File: src/rtl/qart_pkg.sv
package qart_pkg;

  localparam int unsigned TABLE_ENTRIES_DEF = 16;
  localparam int unsigned MAX_RESULTS = 16;
  localparam logic [15:0] TIMEOUT_RESET = 16'd1000;
  localparam logic [7:0] MAX_RETRIES_RESET = 8'd10;

  localparam logic [1:0] CMD_QUERY = 2'd0;
  localparam logic [1:0] CMD_PACKET = 2'd1;
  localparam logic [1:0] CMD_TICK = 2'd2;

  localparam logic [1:0] PKT_QUERY_ACK = 2'd1;
  localparam logic [1:0] PKT_REPLY = 2'd2;

  localparam logic [2:0] EV_SEND_QUERY = 3'd0;
  localparam logic [2:0] EV_REPLY_ACK = 3'd1;
  localparam logic [2:0] EV_SUCCESS = 3'd2;
  localparam logic [2:0] EV_FAILED = 3'd3;
  localparam logic [2:0] EV_BUSY = 3'd4;

  localparam logic CFG_TIMEOUT = 1'b0;
  localparam logic CFG_MAX_RETRIES = 1'b1;

  typedef struct packed {
    logic        awaits_reply;
    logic [15:0] sequence_id;
    logic [7:0]  kind;
    logic [7:0]  retries;
    logic [15:0] timer;
  } entry_t;

endpackage

File: src/rtl/qart_mem.sv
module qart_mem #(
  parameter int unsigned DEPTH = 16,
  parameter int unsigned AW = 4
) (
  input  logic              clk,
  input  logic              we,
  input  logic [AW-1:0]     waddr,
  input  qart_pkg::entry_t  wdata,
  input  logic [AW-1:0]     raddr,
  output qart_pkg::entry_t  rdata
);
  import qart_pkg::*;

  entry_t mem [DEPTH];

  always_ff @(posedge clk) begin
    if (we) begin
      mem[waddr] <= wdata;
    end
    rdata <= mem[raddr];
  end

endmodule

File: src/rtl/query_ack_reply_tracker.sv
// Channel   Direction  Signals
// command   in         start / busy, command, query_kind, packet_type, seq_id
// config    in         cfg_valid / cfg_ready, cfg_index, cfg_data
// result    out        result_valid, event_kind, out_seq_id, out_query_type, last
//
// A received packet gets its slot index by reciprocal multiply (quotient,
// then remainder), then one table read and the check, then a success result
// when it also completes a query. In a tick one table entry is read and
// written back per cycle. Results are strobed for one cycle each; the receiver
// cannot stall them. Reset clears the slot valid bits, the sequence counter
// and the control state; the table memory needs no clearing.
module query_ack_reply_tracker #(
  parameter int unsigned TABLE_ENTRIES = qart_pkg::TABLE_ENTRIES_DEF
) (
  input  logic        clk,
  input  logic        rst,
  input  logic        start,
  output logic        busy,
  input  logic [1:0]  command,
  input  logic [7:0]  query_kind,
  input  logic [1:0]  packet_type,
  input  logic [15:0] seq_id,
  input  logic        cfg_valid,
  output logic        cfg_ready,
  input  logic        cfg_index,
  input  logic [15:0] cfg_data,
  output logic        result_valid,
  output logic [2:0]  event_kind,
  output logic [15:0] out_seq_id,
  output logic [7:0]  out_query_type,
  output logic        last
);
  import qart_pkg::*;

  localparam int unsigned IDX_W = $clog2(TABLE_ENTRIES);
  localparam logic [IDX_W-1:0] LAST_IDX = IDX_W'(TABLE_ENTRIES - 1);
  localparam int unsigned NR_W = $clog2(MAX_RESULTS + 1);
  localparam logic [NR_W-1:0] RES_LIMIT = NR_W'(MAX_RESULTS);
  localparam int unsigned RECIP_SH = 16 + IDX_W;
  localparam logic [17:0] RECIP = 18'(((longint'(1) << RECIP_SH) +
                                       longint'(TABLE_ENTRIES) - 1) /
                                      longint'(TABLE_ENTRIES));
  localparam logic [8:0] ENTRIES_W9 = 9'(TABLE_ENTRIES);

  typedef enum logic [2:0] {
    S_IDLE, S_MOD, S_REM, S_PKT, S_SUCC, S_TICK, S_FLUSH
  } state_t;

  state_t state;

  logic [15:0] timeout;
  logic [7:0]  max_ret;
  logic [15:0] next_sequence;
  logic [IDX_W-1:0] next_slot;
  logic [TABLE_ENTRIES-1:0] valid;

  logic [7:0]  in_qtype;
  logic [1:0]  in_ptype;
  logic [15:0] in_seq;
  logic [15:0] quot;
  logic [IDX_W-1:0] rem;

  logic [IDX_W-1:0] rd_ptr;
  logic rd_on;
  logic p_v;
  logic [IDX_W-1:0] p_idx;
  logic [NR_W-1:0] n_res;

  logic        pend_v;
  logic [2:0]  pend_kind;
  logic [15:0] pend_seq;
  logic [7:0]  pend_qt;

  logic mem_we;
  logic [IDX_W-1:0] mem_waddr, mem_raddr;
  entry_t mem_wdata, mem_rdata;

  qart_mem #(.DEPTH(TABLE_ENTRIES), .AW(IDX_W)) u_mem (
    .clk(clk), .we(mem_we), .waddr(mem_waddr), .wdata(mem_wdata),
    .raddr(mem_raddr), .rdata(mem_rdata)
  );

  // slot of a received sequence id: quotient by reciprocal, then back-multiply
  logic [41:0] q_prod;
  logic [24:0] q_back;
  logic [IDX_W-1:0] rem_calc;
  always_comb begin
    q_prod = 42'(in_seq) * 42'(RECIP);
    q_back = 25'(quot) * 25'(ENTRIES_W9);
    rem_calc = IDX_W'(25'(in_seq) - q_back);
  end

  // packet match
  logic [IDX_W-1:0] pk_idx;
  logic pk_match, pk_hit;
  always_comb begin
    pk_idx = rem;
    pk_match = valid[pk_idx] && (mem_rdata.sequence_id == in_seq);
    pk_hit = pk_match &&
             (in_ptype == (mem_rdata.awaits_reply ? PKT_REPLY : PKT_QUERY_ACK));
  end

  // tick processing of one entry
  logic tk_live, tk_gt1, tk_room, tk_fail, tk_emit;
  logic [7:0] tk_ret;
  always_comb begin
    tk_live = p_v && valid[p_idx];
    tk_gt1 = mem_rdata.timer > 16'd1;
    tk_room = n_res < RES_LIMIT;
    tk_ret = (mem_rdata.retries == 8'hFF) ? 8'hFF : mem_rdata.retries + 8'd1;
    tk_fail = tk_ret >= max_ret;
    tk_emit = tk_live && !tk_gt1 && tk_room;
  end

  always_comb begin
    mem_we = 1'b0;
    mem_waddr = next_slot;
    mem_wdata = mem_rdata;
    mem_raddr = rd_ptr;
    unique case (state)
      S_IDLE: begin
        mem_wdata.awaits_reply = 1'b0;
        mem_wdata.sequence_id = next_sequence;
        mem_wdata.kind = query_kind;
        mem_wdata.retries = 8'd0;
        mem_wdata.timer = timeout;
        mem_we = start && (command == CMD_QUERY) && !valid[next_slot];
      end
      S_REM: mem_raddr = rem_calc;
      S_PKT: begin
        mem_waddr = pk_idx;
        mem_wdata.awaits_reply = 1'b1;
        mem_we = pk_hit && (in_ptype == PKT_QUERY_ACK);
      end
      S_TICK: begin
        mem_waddr = p_idx;
        priority if (tk_gt1) begin
          mem_wdata.timer = mem_rdata.timer - 16'd1;
        end else if (!tk_room) begin
          mem_wdata.timer = 16'd1;
        end else begin
          mem_wdata.awaits_reply = 1'b0;
          mem_wdata.retries = tk_ret;
          mem_wdata.timer = timeout;
        end
        mem_we = tk_live && (tk_gt1 || !tk_room || !tk_fail);
      end
      default: ;
    endcase
  end

  assign busy = (state != S_IDLE);
  assign cfg_ready = 1'b1;

  always_ff @(posedge clk) begin
    if (rst) begin
      state <= S_IDLE;
      timeout <= TIMEOUT_RESET;
      max_ret <= MAX_RETRIES_RESET;
      next_sequence <= '0;
      next_slot <= '0;
      valid <= '0;
      result_valid <= 1'b0;
      pend_v <= 1'b0;
      rd_on <= 1'b0;
      p_v <= 1'b0;
    end else begin
      result_valid <= 1'b0;
      if (cfg_valid) begin
        unique case (cfg_index)
          CFG_TIMEOUT: timeout <= cfg_data;
          CFG_MAX_RETRIES: max_ret <= cfg_data[7:0];
          default: ;
        endcase
      end
      unique case (state)
        S_IDLE: begin
          if (start) begin
            in_qtype <= query_kind;
            in_ptype <= packet_type;
            in_seq <= seq_id;
            unique case (command)
              CMD_QUERY: begin
                next_sequence <= next_sequence + 16'd1;
                if (next_sequence == 16'hFFFF || next_slot == LAST_IDX) begin
                  next_slot <= '0;
                end else begin
                  next_slot <= next_slot + 1'b1;
                end
                if (!valid[next_slot]) begin
                  valid[next_slot] <= 1'b1;
                end
                result_valid <= 1'b1;
                event_kind <= valid[next_slot] ? EV_BUSY : EV_SEND_QUERY;
                out_seq_id <= next_sequence;
                out_query_type <= query_kind;
                last <= 1'b1;
              end
              CMD_PACKET: state <= S_MOD;
              CMD_TICK: begin
                state <= S_TICK;
                rd_ptr <= '0;
                rd_on <= 1'b1;
                p_v <= 1'b0;
                n_res <= '0;
                pend_v <= 1'b0;
              end
              default: ;
            endcase
          end
        end
        S_MOD: begin
          quot <= q_prod[RECIP_SH +: 16];
          state <= S_REM;
        end
        S_REM: begin
          rem <= rem_calc;
          state <= S_PKT;
        end
        S_PKT: begin
          pend_qt <= mem_rdata.kind;
          if (in_ptype == PKT_REPLY) begin
            result_valid <= 1'b1;
            event_kind <= EV_REPLY_ACK;
            out_seq_id <= in_seq;
            out_query_type <= in_qtype;
            last <= !pk_hit;
          end
          if (pk_hit && in_ptype == PKT_REPLY) begin
            valid[pk_idx] <= 1'b0;
            state <= S_SUCC;
          end else begin
            state <= S_IDLE;
          end
        end
        S_SUCC: begin
          result_valid <= 1'b1;
          event_kind <= EV_SUCCESS;
          out_seq_id <= in_seq;
          out_query_type <= pend_qt;
          last <= 1'b1;
          state <= S_IDLE;
        end
        S_TICK: begin
          // read one entry ahead of the one being written back
          p_v <= rd_on;
          p_idx <= rd_ptr;
          if (rd_on) begin
            if (rd_ptr == LAST_IDX) begin
              rd_on <= 1'b0;
            end else begin
              rd_ptr <= rd_ptr + 1'b1;
            end
          end
          if (tk_emit) begin
            n_res <= n_res + 1'b1;
            if (tk_fail) begin
              valid[p_idx] <= 1'b0;
            end
            // hold each result until the next one shows whether it is the last
            if (pend_v) begin
              result_valid <= 1'b1;
              event_kind <= pend_kind;
              out_seq_id <= pend_seq;
              out_query_type <= pend_qt;
              last <= 1'b0;
            end
            pend_v <= 1'b1;
            pend_kind <= tk_fail ? EV_FAILED : EV_SEND_QUERY;
            pend_seq <= mem_rdata.sequence_id;
            pend_qt <= mem_rdata.kind;
          end
          if (p_v && p_idx == LAST_IDX) begin
            state <= S_FLUSH;
          end
        end
        S_FLUSH: begin
          if (pend_v) begin
            result_valid <= 1'b1;
            event_kind <= pend_kind;
            out_seq_id <= pend_seq;
            out_query_type <= pend_qt;
            last <= 1'b1;
          end
          pend_v <= 1'b0;
          p_v <= 1'b0;
          state <= S_IDLE;
        end
        default: state <= S_IDLE;
      endcase
    end
  end

endmodule
File: config.mk
export PLATFORM = sky130hd
export DESIGN_NAME = query_ack_reply_tracker
export DESIGN_NICKNAME = d
export VERILOG_FILES = /design/src/rtl/qart_pkg.sv /design/src/rtl/qart_mem.sv /design/src/rtl/query_ack_reply_tracker.sv
export SDC_FILE = /design/constraint.sdc
export NUM_CORES = 1
export LEC_CHECK = 0
export ABC_CLOCK_PERIOD_IN_PS = 6800
export BUFFER_PORTS_ARGS = -buffer_cell sky130_fd_sc_hd__buf_2
export CORE_MARGIN = 4
export CORE_UTILIZATION = 50
export CTS_CLUSTER_DIAMETER = 80
export DETAILED_ROUTE_END_ITERATION = 10
export PLACE_DENSITY_LB_ADDON = 0.1
export SYNTH_ARGS = -nofsm -noshare
export SYNTH_HDL_FRONTEND = slang
export SYNTH_SLANG_ARGS = --single-unit
File: constraint.sdc
create_clock -name clk -period 6.8 [get_ports clk]
set_clock_uncertainty 0.05 [all_clocks]
set_input_delay 1.36 -clock clk [delete_from_list [all_inputs] [get_ports clk]]
set_output_delay 1.36 -clock clk [all_outputs]
set_load 0.01 [all_outputs]
After elaboration in Yosys (flattened, before gate mapping)
Memories as Yosys holds them, arrays and structs flattened. A register that Yosys moved wholly into a read port is not among the register bits. Index checks and enable logic that the tools add are counted.

Flip-flop bits (word level): 165. Word-level logic and storage cells: 221. Memories kept: 1. RAM bits: 784.

Order comparisons: 9. $add $sub $neg: 7. Bitwise operators: 7. Eq/ne operators: 31. Reduce and logical (&&, ||, !) cells: 47. Muxes and demuxes: 95.

Memories: u_mem.mem (depth 16, bits a word 49, rd ports 1, clocked after memory_dff 1, wr ports 1, line qart_mem.sv:14) `entry_t mem [DEPTH];`.

Operator list (number): $mux W16 (13); $pmux W16 S5 (1); $mux W8 (9); $pmux W16 S3 (1); $pmux W24 S2 (1); $pmux W8 S5 (1); $and A16 B16 Y16 (2); $not A16 Y16 (2); $pmux W3 S5 (2); $mux W1 (28); $mux W3 (9); $mux W24 (1); $mux W4 (6); $ne A2 B2 Y1 const B (12); $reduce_and A3 Y1 (7); $add A16 B1 Y16 const B (1); $eq A16 B16 Y1 (1); $eq A16 B16 Y1 const B (1); $gt A16 B1 Y1 const B (1); $or A16 B16 Y16 (1); $pmux W4 S2 (2); $pmux W8 S2 (1); $sub A16 B1 Y16 const B (1); $lt A4 B5 Y1 const B (3); other kinds (41) (89).

Longest topological paths before layout
Gate-level depths: netlist (run 1).

Depth after elaboration: 9. Mapped depth: 15. Mapped depth without buffers: 13.

By module
From an unflattened synthesis (run 1), not the netlist that was laid out.

Cell total of the unflattened synthesis: 2257. Area, all modules: 39300.2 µm².

By module, submodules not included: qart_mem (cells an instance 1268, area an instance 30336.6 µm², times used 1); query_ack_reply_tracker (cells an instance 989, area an instance 8963.6 µm², times used 1).

Worst setup path before layout (run 1)
Ideal clock, no wire load.

Path type: flip-flop to flip-flop. From: register, netlist name u_mem.rdata[16]. To: memory u_mem.mem[15][0] in the netlist's numbering (enable). Slack: -0.136 ns. Cell stages (with the launch flop): 15. Data arrival time: 6.369 ns. Buffers on the path: 1. Required time: 6.234 ns. Cell sequence: dfxtp_1 ha_1 and3_1 and3_1 nand3_1 and2_1 ha_1 nand2b_1 a211o_1 a21oi_1 o21ai_0 a211oi_1 a221oi_4 buf_4 nor3_1.

Cells in the longest elaborated chain, start to end: 9. Elaborated cells between the ends (all ways): 10. Classes of those cells: add/sub (1); order compare (1); eq/ne (1); mux (4); reduce/logical (3).

RTL lines: $add A8 B1 Y8 or $eq A8 B8 Y1 (tied branches) (line query_ack_reply_tracker.sv:110) `tk_ret = (mem_rdata.retries == 8'hFF) ? 8'hFF : mem_rdata.retries + 8'd1;`; $mux W8 (*) (line query_ack_reply_tracker.sv:110); $ge A8 B8 Y1 (*) (line query_ack_reply_tracker.sv:111) `tk_fail = tk_ret >= max_ret;`; named net tk_fail (line query_ack_reply_tracker.sv:104) `logic tk_live, tk_gt1, tk_room, tk_fail, tk_emit;`; $logic_not A1 Y1 (*) (line query_ack_reply_tracker.sv:146) `mem_we = tk_live && (tk_gt1 || !tk_room || !tk_fail);`; $logic_or A1 B1 Y1 (*) (line query_ack_reply_tracker.sv:146); $logic_and A1 B1 Y1 (*) (line query_ack_reply_tracker.sv:146); $pmux W1 S3 (*) (line query_ack_reply_tracker.sv:120) `unique case (state)`; $mux W1 (*) (line qart_mem.sv:17) `if (we) begin`; $mux W1 (implied by the code) (*) (line qart_mem.sv:18) `mem[waddr] <= wdata;`; end, declared (line qart_mem.sv:14).

The timed path passes the listed nets; every way through them passes the cells marked *.

Final worst setup path (run 1)
From: register, netlist name u_mem.rdata[16]. To: memory u_mem.mem[8][29] in the netlist's numbering (enable).

Cells in the longest elaborated chain, start to end: 9. Elaborated cells between the ends (all ways): 10. Classes of those cells: add/sub (1); order compare (1); eq/ne (1); mux (4); reduce/logical (3).

RTL lines (line): $add A8 B1 Y8 or $eq A8 B8 Y1 (tied branches) (query_ack_reply_tracker.sv:110); $mux W8 (*) (query_ack_reply_tracker.sv:110); $ge A8 B8 Y1 (*) (query_ack_reply_tracker.sv:111); named net tk_fail (query_ack_reply_tracker.sv:104); $logic_not A1 Y1 (*) (query_ack_reply_tracker.sv:146); $logic_or A1 B1 Y1 (*) (query_ack_reply_tracker.sv:146); $logic_and A1 B1 Y1 (*) (query_ack_reply_tracker.sv:146); $pmux W1 S3 (*) (query_ack_reply_tracker.sv:120); $mux W1 (*) (qart_mem.sv:17); $mux W1 (implied by the code) (*) (qart_mem.sv:18).

Marks and branches as above.

==> results of run 1 <==
==> cell usage after synthesis (7+ instances only) <==
cell      number
edfxtp_1     880
nand2_1      317
mux4_2       206
dfxtp_1      116
nor2_1        79
clkbuf_1      75
a21oi_1       66
a31oi_1       62
a211oi_1      58
and2_1        53
nand3_1       41
o21ai_0       33
nor3_1        31
buf_2         30
xnor2_1       26
mux2i_1       22
o22ai_1       22
inv_1         20
and3_1        19
buf_4         18
ha_1          18
xor2_1        18
nand4_1       17
a211oi_2      10
a22oi_1       10
nor2b_1        9
buf_1          8
o211ai_1       8
mux2_2         7
==> power by group through the flow <==
| stage | logic (mW) | registers (mW) | clock network [mW] |
|---|---|---|---|
| 6_report | 2.62 | 7.66 | 5.64 |
| 3_5_place_dp | 2.66 | 7.79 | 0 |
| 2_1_floorplan | 1.69 | 7.73 | 0 |
| 4_1_cts | 2.66 | 7.66 | 5.77 |
| 3_3_place_gp | 2.59 | 7.77 | 0 |
| 5_1_grt | 2.86 | 7.68 | 6.03 |
==> flip-flops by register name, summed over array words and instances, names as in the netlist, 2 cells and up <==
| register | cells |
|---|---|
| rd_ptr | 4 |
| in_ptype | 2 |
| p_idx | 4 |
| pend_seq | 16 |
| pend_qt | 8 |
| in_seq | 16 |
| event_kind | 3 |
| out_query_type | 8 |
| pk_idx | 4 |
| max_ret | 8 |
| timeout | 16 |
| next_slot | 4 |
| in_qtype | 8 |
| next_sequence | 16 |
| n_res | 5 |
| state | 3 |
| u_mem.mem | 784 |
| valid | 16 |
| out_seq_id | 16 |
| u_mem.rdata | 49 |
==> cell type report <==
type	instances	area [um2]	area share [%]
flip-flops and latches	996	28700	63.7
multi-input cells	1218	10600	23.5
clock buffers	126	2750	6.08
well taps	1050	1310	2.91
repair buffers	136	926	2.05
clock inverters	68	688	1.53
inverters	21	78.8	0.175
==> routing by layer <==
| metal | part of all wire [%] | global-route usage (%) |
|---|---|---|
| met4 | 2.5 | 5.79 |
| met1 | 43 | 32.3 |
| met5 | 0 | 0 |
| met3 | 5.4 | 3.27 |
| met2 | 49 | 36.7 |
==> cell usage in the layout, fill, tap and decap left out, types with 22 or more instances in the layout <==
cell / netlist / routed
clkinv_2: 0 / 23
mux4_2: 206 / 206
a31oi_1: 62 / 62
a211oi_1: 58 / 58
nor2_1: 79 / 78
buf_4: 18 / 50
buf_2: 30 / 78
xnor2_1: 26 / 26
nand2_1: 317 / 317
o21ai_0: 33 / 30
clkinv_1: 0 / 23
edfxtp_1: 880 / 880
clkbuf_16: 0 / 104
dfxtp_1: 116 / 116
o22ai_1: 22 / 22
nand3_1: 41 / 41
and2_1: 53 / 53
a21oi_1: 66 / 66
==> final timing paths <==
check	slack (ns)	startpoint	to	cells after the start
worst max register to register	1.42	u_mem.rdata[16]	u_mem.mem[8][29]	14
worst min register to register	0.38	u_mem.rdata[31]	pend_qt[7]	0
worst max-delay path	1.42	u_mem.rdata[16]	u_mem.mem[8][29]	14
worst min-delay path	0.38	u_mem.rdata[31]	pend_qt[7]	0
==> through the flow <==
stage               util [%]  instances  power [mW]
floorplan                  -       2374        9.42
global placement        52.7       3421        10.4
detailed placement      52.7       3421        10.4
CTS                     57.0       3615        16.1
global route            57.0       3615        16.6
finish                  57.0       3615        15.9
==> cells by family after synthesis <==
kind of cell | after synthesis | share of synthesized area, %
AND/OR/NAND/NOR | 601 | 6.78
buffers and inverters | 160 | 1.92
adder cells (fa/ha/maj) | 18 | 0.563
AO/OA/AOI/OAI | 318 | 5.43
XOR/XNOR | 44 | 0.964
multiplexers | 236 | 12.4
other | 1 | 0.00938
flip-flops | 996 | 71.9
==> flow_summary.yaml, run 1 <==
floorplan:
  die_area_um2: 84500
  pin_count: 80
  initial_core_util_pct: 50.5
  rows: 103
  die_h_um: 291
  coreArea_um2: 79100
  die_x_um: 291
synth:
  synthArstFlopShare_pct: 0
  synthesis.area_um2: 40000
  synth_cell_types: 70
  yosys.area.top_type_share_pct: 66.1
  avgSynthCellArea_um2: 16.8
  synth_fp_nets: 2441
  synthCells: 2374
  synth_flop_cell: "edfxtp_1"
  yosysWarnings: 0
  synth-edff-count: 880
  ys_top_cells_by_area: "edfxtp_1 (66%), mux4_2 (12%), dfxtp_1 (5.8%)"
  ys_seq_area_share_pct: 71.9
  yosys.area.top_type: "edfxtp_1"
  synth_seq_cells: 996
power:
  p_comb_share_pct: 16.5
  p_sw_mw: 4.27
  switching_share_pct: 26.8
  p_leak_nw: 14.8
  peakVddDrop_mv: 0.214
  pwr-share-clk_pct: 35.4
  p_per_area_nw_per_um2: 353
  p_int_mw: 11.7
  seqPwrFrac_pct: 48.1
critical_path:
  crit_slowest_cell: "buf_4"
  cp.arrival_ns: 5.59
  path_delay_family: "compound AO/OA/AOI/OAI gates"
  cp_slowest_stage_delay_ns: 0.77
  crit_chain: "ha_1 > and3_1 > and3_1 > nand3_1 > and2_1 > ha_1 > nand2b_1 > a211o_1 > a21oi_1 > o21ai_0 > a211oi_1 > a221oi_4 > nor3_2 > buf_4"
  setup.worst_path.start_class: "register"
  crit_buf_inv: 1
  path_max_fanout: 49
  required_ns: 7.01
  endpoint_kind: "register"
  critPathKind: "reg -> reg"
global_routing:
  grt_usage_pct: 22.5
  grt_max_degree: 99
  antenna_found_initial: 3
  overflow: 0
  grt_first_pass_wirelength_um: 144000
  grt_pass1_vias: 22500
hold_path:
  hold_class: "reg -> reg"
clock_tree:
  clk_pin_slew_worst_paths_ns: 0.06
  htree_levels: 3
  cts-root-buf: "clkbuf_16"
  cts_sinks: 996
  cts_inserted_buffers: 102
  clock_latency_ns: 0.66
  post_cts_buffers: 0
  hold_buffers: 0
  post_cts_resized: 0
  cts_tree: "built"
  clk_path_buf_depth: 3
sta:
  fmax_mhz: 186
  rsz0062_at_grt: "no"
  setup_viol: 0
  fin_tns_setup_ns: 0
  setup_ws_ns: 1.42
  hold_slack_ns: 0.382
  finalCriticalPeriod_ns: 5.38
  period_share_pct: 79.1
  hold_viol_final: 0
  max_slew_margin_pct: 10.2
  worst_pin_slew_ns: 1.35
  drv_slew: 0
routing:
  drt-total-wl_um: 95800
  route.detailed.drc: 0
  first_iter_violations: 1810
  wl_per_cell_um: 26.5
  vias_per_cell: 6.08
  drt_pass1_iterations: 6
  final_antenna_net_count: 0
  via_count: 22000
place:
  place.gp.congestion: 0.852
  dpl_cell_area_um2: 41700
  port_buffers: 78
  hpwl_um: 56200
  place_worst_setup_slack_ns: 1.50
status:
  outcome: "finished, final reports clean"
layout:
  drive_gt1_share_pct: 21.7
  nets: 2542
  finish.instance_area_um2: 45100
  syn_to_final_growth_pct: 12.9
  filler_cell_count: 6172
  diodes: 0
job:
  cap_violations: 0
(Power assumes the default switching activity.)
==> run 2, diff against run 1 <==
ABC_AREA = 1   (was unset)
ABC_CLOCK_PERIOD_IN_PS = 5100   (was 6800)
clock period = 5.1 ns   (was 6.8 ns; I/O delays follow)
==> flow_summary.yaml, run 2 <==
routing:
  final_antenna_net_count: 0
  first_iter_violations: 2840
  route.detailed.drc: 0
  vias_per_cell: 5.97
  wl_per_cell_um: 24.3
  via_count: 27700
  drt-total-wl_um: 113000
  drt_pass1_iterations: 6
status:
  outcome: "finished, final reports clean"
critical_path:
  required_ns: 5.36
  path_max_fanout: 35
  setup.worst_path.start_class: "register"
  endpoint_kind: "register"
  cp.arrival_ns: 4.77
  regToRegSetupSlack_ns: 0.59
  rr_endpoint: "u_mem.mem[9][26]"
  r2r_start: "u_mem.rdata[16]"
  r2r_cells: 22
  critPathKind: "reg -> reg"
hold_path:
  hp-start: "u_mem.rdata[29]"
  hold_class: "reg -> reg"
  whs_endpoint: "pend_qt[5]"
  whs_path_depth: 0
synth:
  synth_seq_cells: 996
  yosysWarnings: 0
  synth-edff-count: 880
  synth.most_common_cell: "edfxtp_1"
  synth_fp_nets: 3479
  yosys.area.top_type_share_pct: 65.1
  synthesis.area_um2: 40600
  synthCells: 3412
  synth_cell_types: 46
  ys_seq_area_share_pct: 70.8
  avgSynthCellArea_um2: 11.9
  ys_top_cells_by_count: "edfxtp_1 (880), nor2_1 (525), o21ai_0 (446)"
  synthArstFlopShare_pct: 0
  ys_top_cells_by_area: "edfxtp_1 (65%), dfxtp_1 (5.7%), o21ai_0 (5.5%)"
  synth_flop_cell: "edfxtp_1"
  yosys.area.top_type: "edfxtp_1"
floorplan:
  initial_core_util_pct: 50.4
  pin_count: 80
  rows: 104
  coreArea_um2: 80500
  die_h_um: 293
  die_area_um2: 85900
  die_x_um: 293
layout:
  mostFrequentLayoutCells: "edfxtp_1 (880), nor2_1 (519), o21ai_0 (446)"
  nets: 3560
  largest_reg_flops: 784
  instances_no_fill: 4641
  largestRegisters: "u_mem.mem: 784 flops, u_mem.rdata: 49 flops"
  top_register: "u_mem.mem"
  drive_gt1_share_pct: 11.1
  syn_to_final_growth_pct: 13.2
  layout_commonest_cell: "edfxtp_1"
clock_tree:
  clk_path_buf_depth: 3
  cts_tree: "built"
  cts_sinks: 996
  post_cts_buffers: 0
  htree_levels: 3
  clk_pin_slew_worst_paths_ns: 0.06
  cts_inserted_buffers: 103
  cts-root-buf: "clkbuf_16"
  clock_latency_ns: 0.65
  post_cts_resized: 0
  hold_buffers: 0
power:
  p_per_area_nw_per_um2: 568
  p_leak_nw: 15.9
  total_power_mw: 26.1
  peakVddDrop_mv: 0.321
global_routing:
  antenna_found_initial: 3
  grt_pass1_vias: 26600
  grt_max_degree: 197
  grt_first_pass_wirelength_um: 169000
  overflow: 0
  grt_usage_pct: 25.7
sta:
  period_share_pct: 88.5
  drv_slew: 0
  setup_ws_ns: 0.585
  rsz0062_at_grt: "no"
  max_slew_margin_pct: 26.3
  fmax_mhz: 221
  fin_tns_setup_ns: 0
  worst_pin_slew_ns: 1.10
  setup_viol: 0
  hold_viol_final: 0
  finalCriticalPeriod_ns: 4.51
place:
  place_worst_setup_slack_ns: 0.674
  place_inst: 4448
  hpwl_um: 67600
  port_buffers: 78
  place.gp.congestion: 0.905
job:
  cap_violations: 0
## run 2: changes by cell type in the layout (fill, tap and decap cells not counted), moves of 70 or more
cell / change
nor2_1: +441
o21ai_0: +416
o221ai_1: +157
inv_1: +151
o211ai_1: +73
nand2_1: +81
mux4_2: -206
nand3_1: +70
## run 2: final cells by class
| class | instances | area (um2) |
|---|---|---|
| Sequential cell | 996 | 28700 |
| Timing Repair Buffer | 177 | 1380 |
| Fill cell | 6604 | 34600 |
| Multi-Input combinational cell | 2020 | 10400 |
| Clock inverter | 62 | 614 |
| Clock buffer | 130 | 2780 |
| Antenna cell | 1 | 2.50 |
| Inverter | 195 | 744 |
| Tap cell | 1060 | 1330 |
## run 2: worst max-delay path by stage
stage	slack (ns)	depth (start not counted)	startpoint	to
after global placement	0.75	22	u_mem.rdata[16]	u_mem.mem[14][43]
after detailed placement	0.67	22	u_mem.rdata[16]	u_mem.mem[9][26]
after global routing	0.22	22	u_mem.rdata[16]	u_mem.mem[9][30]
after CTS	0.65	22	u_mem.rdata[16]	u_mem.mem[9][28]
final	0.59	22	u_mem.rdata[16]	u_mem.mem[9][26]
after floorplan	0.15	21	u_mem.rdata[16]	u_mem.mem[11][0]
## run 2: metal layers
metal / vias to the layer above / share of wire, % / GRT usage, %
li1: 12600 / - / -
met1: 13800 / 44 / 37.7
met2: 1126 / 46 / 40.2
met3: 167 / 7.4 / 3.91
met4: 2 / 2.7 / 7.32
met5: - / 0.012 / 0
## run 2: critical path, cell delays in order, from the launching register on
cell and delay, ns:
dfxtp_1 0.34, ha_1 0.16, nand2_1 0.09, nor2_1 0.09
nand2_1 0.07, nor2_1 0.10, inv_1 0.06, nor2_1 0.08
inv_1 0.06, nor2_1 0.34, inv_1 0.08, nand3_1 0.11
ha_1 0.25, a21oi_1 0.14, nor2_1 0.05, nor3_1 0.25
nand3_1 0.29, a21oi_1 0.22, nand2_1 0.09, o221ai_2 0.28
nand3_1 0.19, inv_2 0.41, buf_12 0.32
## run 2: power breakdown
part           leakage, nW  switching [mW]  internal [mW]
Combinational         5.22            5.45           1.78
Clock                 1.66            3.08           4.46
Sequential            8.98           0.427           10.9
## run 2: cell families (layout without fill, tap and decap cells)
| kind of cell | after synthesis | after routing | synth area share, % |
|---|---|---|---|
| buffers and inverters | 396 | 564 | 3.88 |
| AND/OR/NAND/NOR | 1119 | 1119 | 11.3 |
| AO/OA/AOI/OAI | 864 | 864 | 13.0 |
| XOR/XNOR | 18 | 18 | 0.388 |
| adder cells (fa/ha/maj) | 18 | 18 | 0.555 |
| flip-flops | 996 | 996 | 70.8 |
| other | 1 | 2 | 0.00923 |
## run 2: metrics by stage
| stage | hold WS [ns] | util, % | area [um2] |
|---|---|---|---|
| 6_report | 0.392 | 57.1 | 46000 |
| 5_1_grt | 0.400 | 57.1 | 46000 |
| 4_1_cts | 0.400 | 57.1 | 46000 |
| 3_5_place_dp | 0.385 | 52.9 | 42600 |
| 3_3_place_gp | 0.372 | 52.9 | 42600 |
| 2_1_floorplan | 0.359 | - | 40600 |
==> run 3, diff against run 2 <==
CELL_PAD_IN_SITES_DETAIL_PLACEMENT = 0   (was unset)
CELL_PAD_IN_SITES_GLOBAL_PLACEMENT = 1   (was unset)
==> flow_summary.yaml, run 3 (synthesis gave the netlist of run 2 again) <==
sta:
  fmax_mhz: 223
  period_share_pct: 87.8
  hold_viol_final: 0
  drv_slew: 0
  setup_ws_ns: 0.621
  worst_pin_slew_ns: 1.34
  finalCriticalPeriod_ns: 4.48
  fin_tns_setup_ns: 0
  setup_viol: 0
  max_slew_margin_pct: 10.3
  rsz0062_at_grt: "no"
critical_path:
  path_max_fanout: 49
  crit_chain: "ha_1 > nand2_1 > nor2_1 > nand2_1 > nor2_1 > inv_1 > nor2_1 > inv_1 > nor2_1 > inv_1 > nand3_1 > ha_1 > a21oi_1 > nor2_1 > nor3_1 > nand3_1 > a21oi_1 > nand2_1 > o221ai_2 > nand2_1 > nor2_4 > buf_12"
  regToRegSetupSlack_ns: 0.62
  endpoint_kind: "register"
  crit_top_cell: "nor2_1"
  setup.worst_path.start_class: "register"
  critPathKind: "reg -> reg"
  cp_slowest_stage_delay_ns: 0.38
  cp.arrival_ns: 4.75
  crit_slowest_cell: "nand3_1"
  required_ns: 5.37
place:
  place.gp.congestion: 0.890
  hpwl_um: 65200
  place_inst: 4433
  port_buffers: 78
  place_worst_setup_slack_ns: 0.651
clock_tree:
  cts_tree: "built"
  post_cts_resized: 0
  post_cts_buffers: 0
  cts_inserted_buffers: 105
  clk_pin_slew_worst_paths_ns: 0.06
  cts-root-buf: "clkbuf_16"
  clock_latency_ns: 0.68
  hold_buffers: 0
  cts_sinks: 996
  clk_path_buf_depth: 3
  htree_levels: 3
global_routing:
  grt_usage_pct: 25.4
  overflow: 0
  grt_first_pass_wirelength_um: 166000
  grt_pass1_vias: 26800
  antenna_found_initial: 2
  grt_max_degree: 197
layout:
  diodes: 0
  multi_input_area_um2: 10400
  filler_cell_count: 6549
  nets: 3547
  syn_to_final_growth_pct: 13.2
  fin_util_pct: 57.1
  top_register: "u_mem.mem"
  mostFrequentLayoutCells: "edfxtp_1 (880), nor2_1 (519), o21ai_0 (445)"
  drive_gt1_share_pct: 11.3
  instances_no_fill: 4632
  largestRegisters: "u_mem.mem: 784 flops, u_mem.rdata: 49 flops"
  layout_commonest_cell: "edfxtp_1"
  largest_reg_flops: 784
  regArea_um2: 28700
routing:
  final_antenna_net_count: 0
  via_count: 27400
  drt-total-wl_um: 111000
  wl_per_cell_um: 23.9
  first_iter_violations: 2740
  vias_per_cell: 5.91
  drt_pass1_iterations: 5
  route.detailed.drc: 0
job:
  cap_violations: 0
power:
  total_power_mw: 26.0
  p_leak_nw: 15.9
  p_per_area_nw_per_um2: 565
  peakVddDrop_mv: 0.499
status:
  outcome: "finished, final reports clean"
floorplan:
  rows: 104
  die_x_um: 293
  die_area_um2: 85900
  initial_core_util_pct: 50.4
  pin_count: 80
  coreArea_um2: 80500
  die_h_um: 293
hold_path:
  hold_class: "reg -> reg"
[run 3: changes by cell type in the layout (fill, tap and decap cells not counted), sizes merged]
cell,change
clkinv,+3
diode,-1
inv,+2
clkinvlp,+1
clkbuf,+2
buf,-15
bufinv,-1
[run 3: where the power goes]
part           internal, mW  leakage, nW  total [mW]  switching, mW
Clock                  4.53         1.74        7.71           3.18
Sequential             10.9         8.98        11.4          0.456
Combinational          1.69         5.14        6.88           5.19
[run 3: critical path, delay by kind of cell (launching register included)]
kind,cells,cell delay [ns]
AOI/OAI and AO/OA,3,0.65
adders and majority gates,2,0.41
buffers and inverters,4,0.52
DFF,1,0.34
and+or+nand+nor,13,2.10
[run 3: layout make-up]
cell class / count / share of cell area (%)
inverter: 195 / 1.62
multi-input combinational: 2020 / 22.6
clock inverter: 67 / 1.56
clock buffer: 132 / 6.18
timing repair buffer: 162 / 2.68
tap: 1060 / 2.88
sequential: 996 / 62.5
[run 3: routing by layer]
layer / up-vias / GRT usage [%] / routed length, um
li1: 12600 / - / -
met1: 13600 / 35.1 / 46900
met2: 1004 / 41.2 / 52200
met3: 210 / 4.68 / 8140
met4: 0 / 7.83 / 3490
met5: - / 0 / 0
[run 3: path summary, 6_finish.rpt]
kind	start	to	cells past startpoint
min reg2reg	timeout[5]	timeout[5]	2
min	timeout[5]	timeout[5]	2
max	u_mem.rdata[16]	u_mem.mem[11][30]	22
max reg2reg	u_mem.rdata[16]	u_mem.mem[11][30]	22
[run 3: per-stage QoR]
step	hold slack [ns]	area, um2
2_1_floorplan	0.359	40600
5_1_grt	0.430	46000
4_1_cts	0.416	46000
3_3_place_gp	0.398	42400
6_report	0.417	46000
3_5_place_dp	0.399	42400
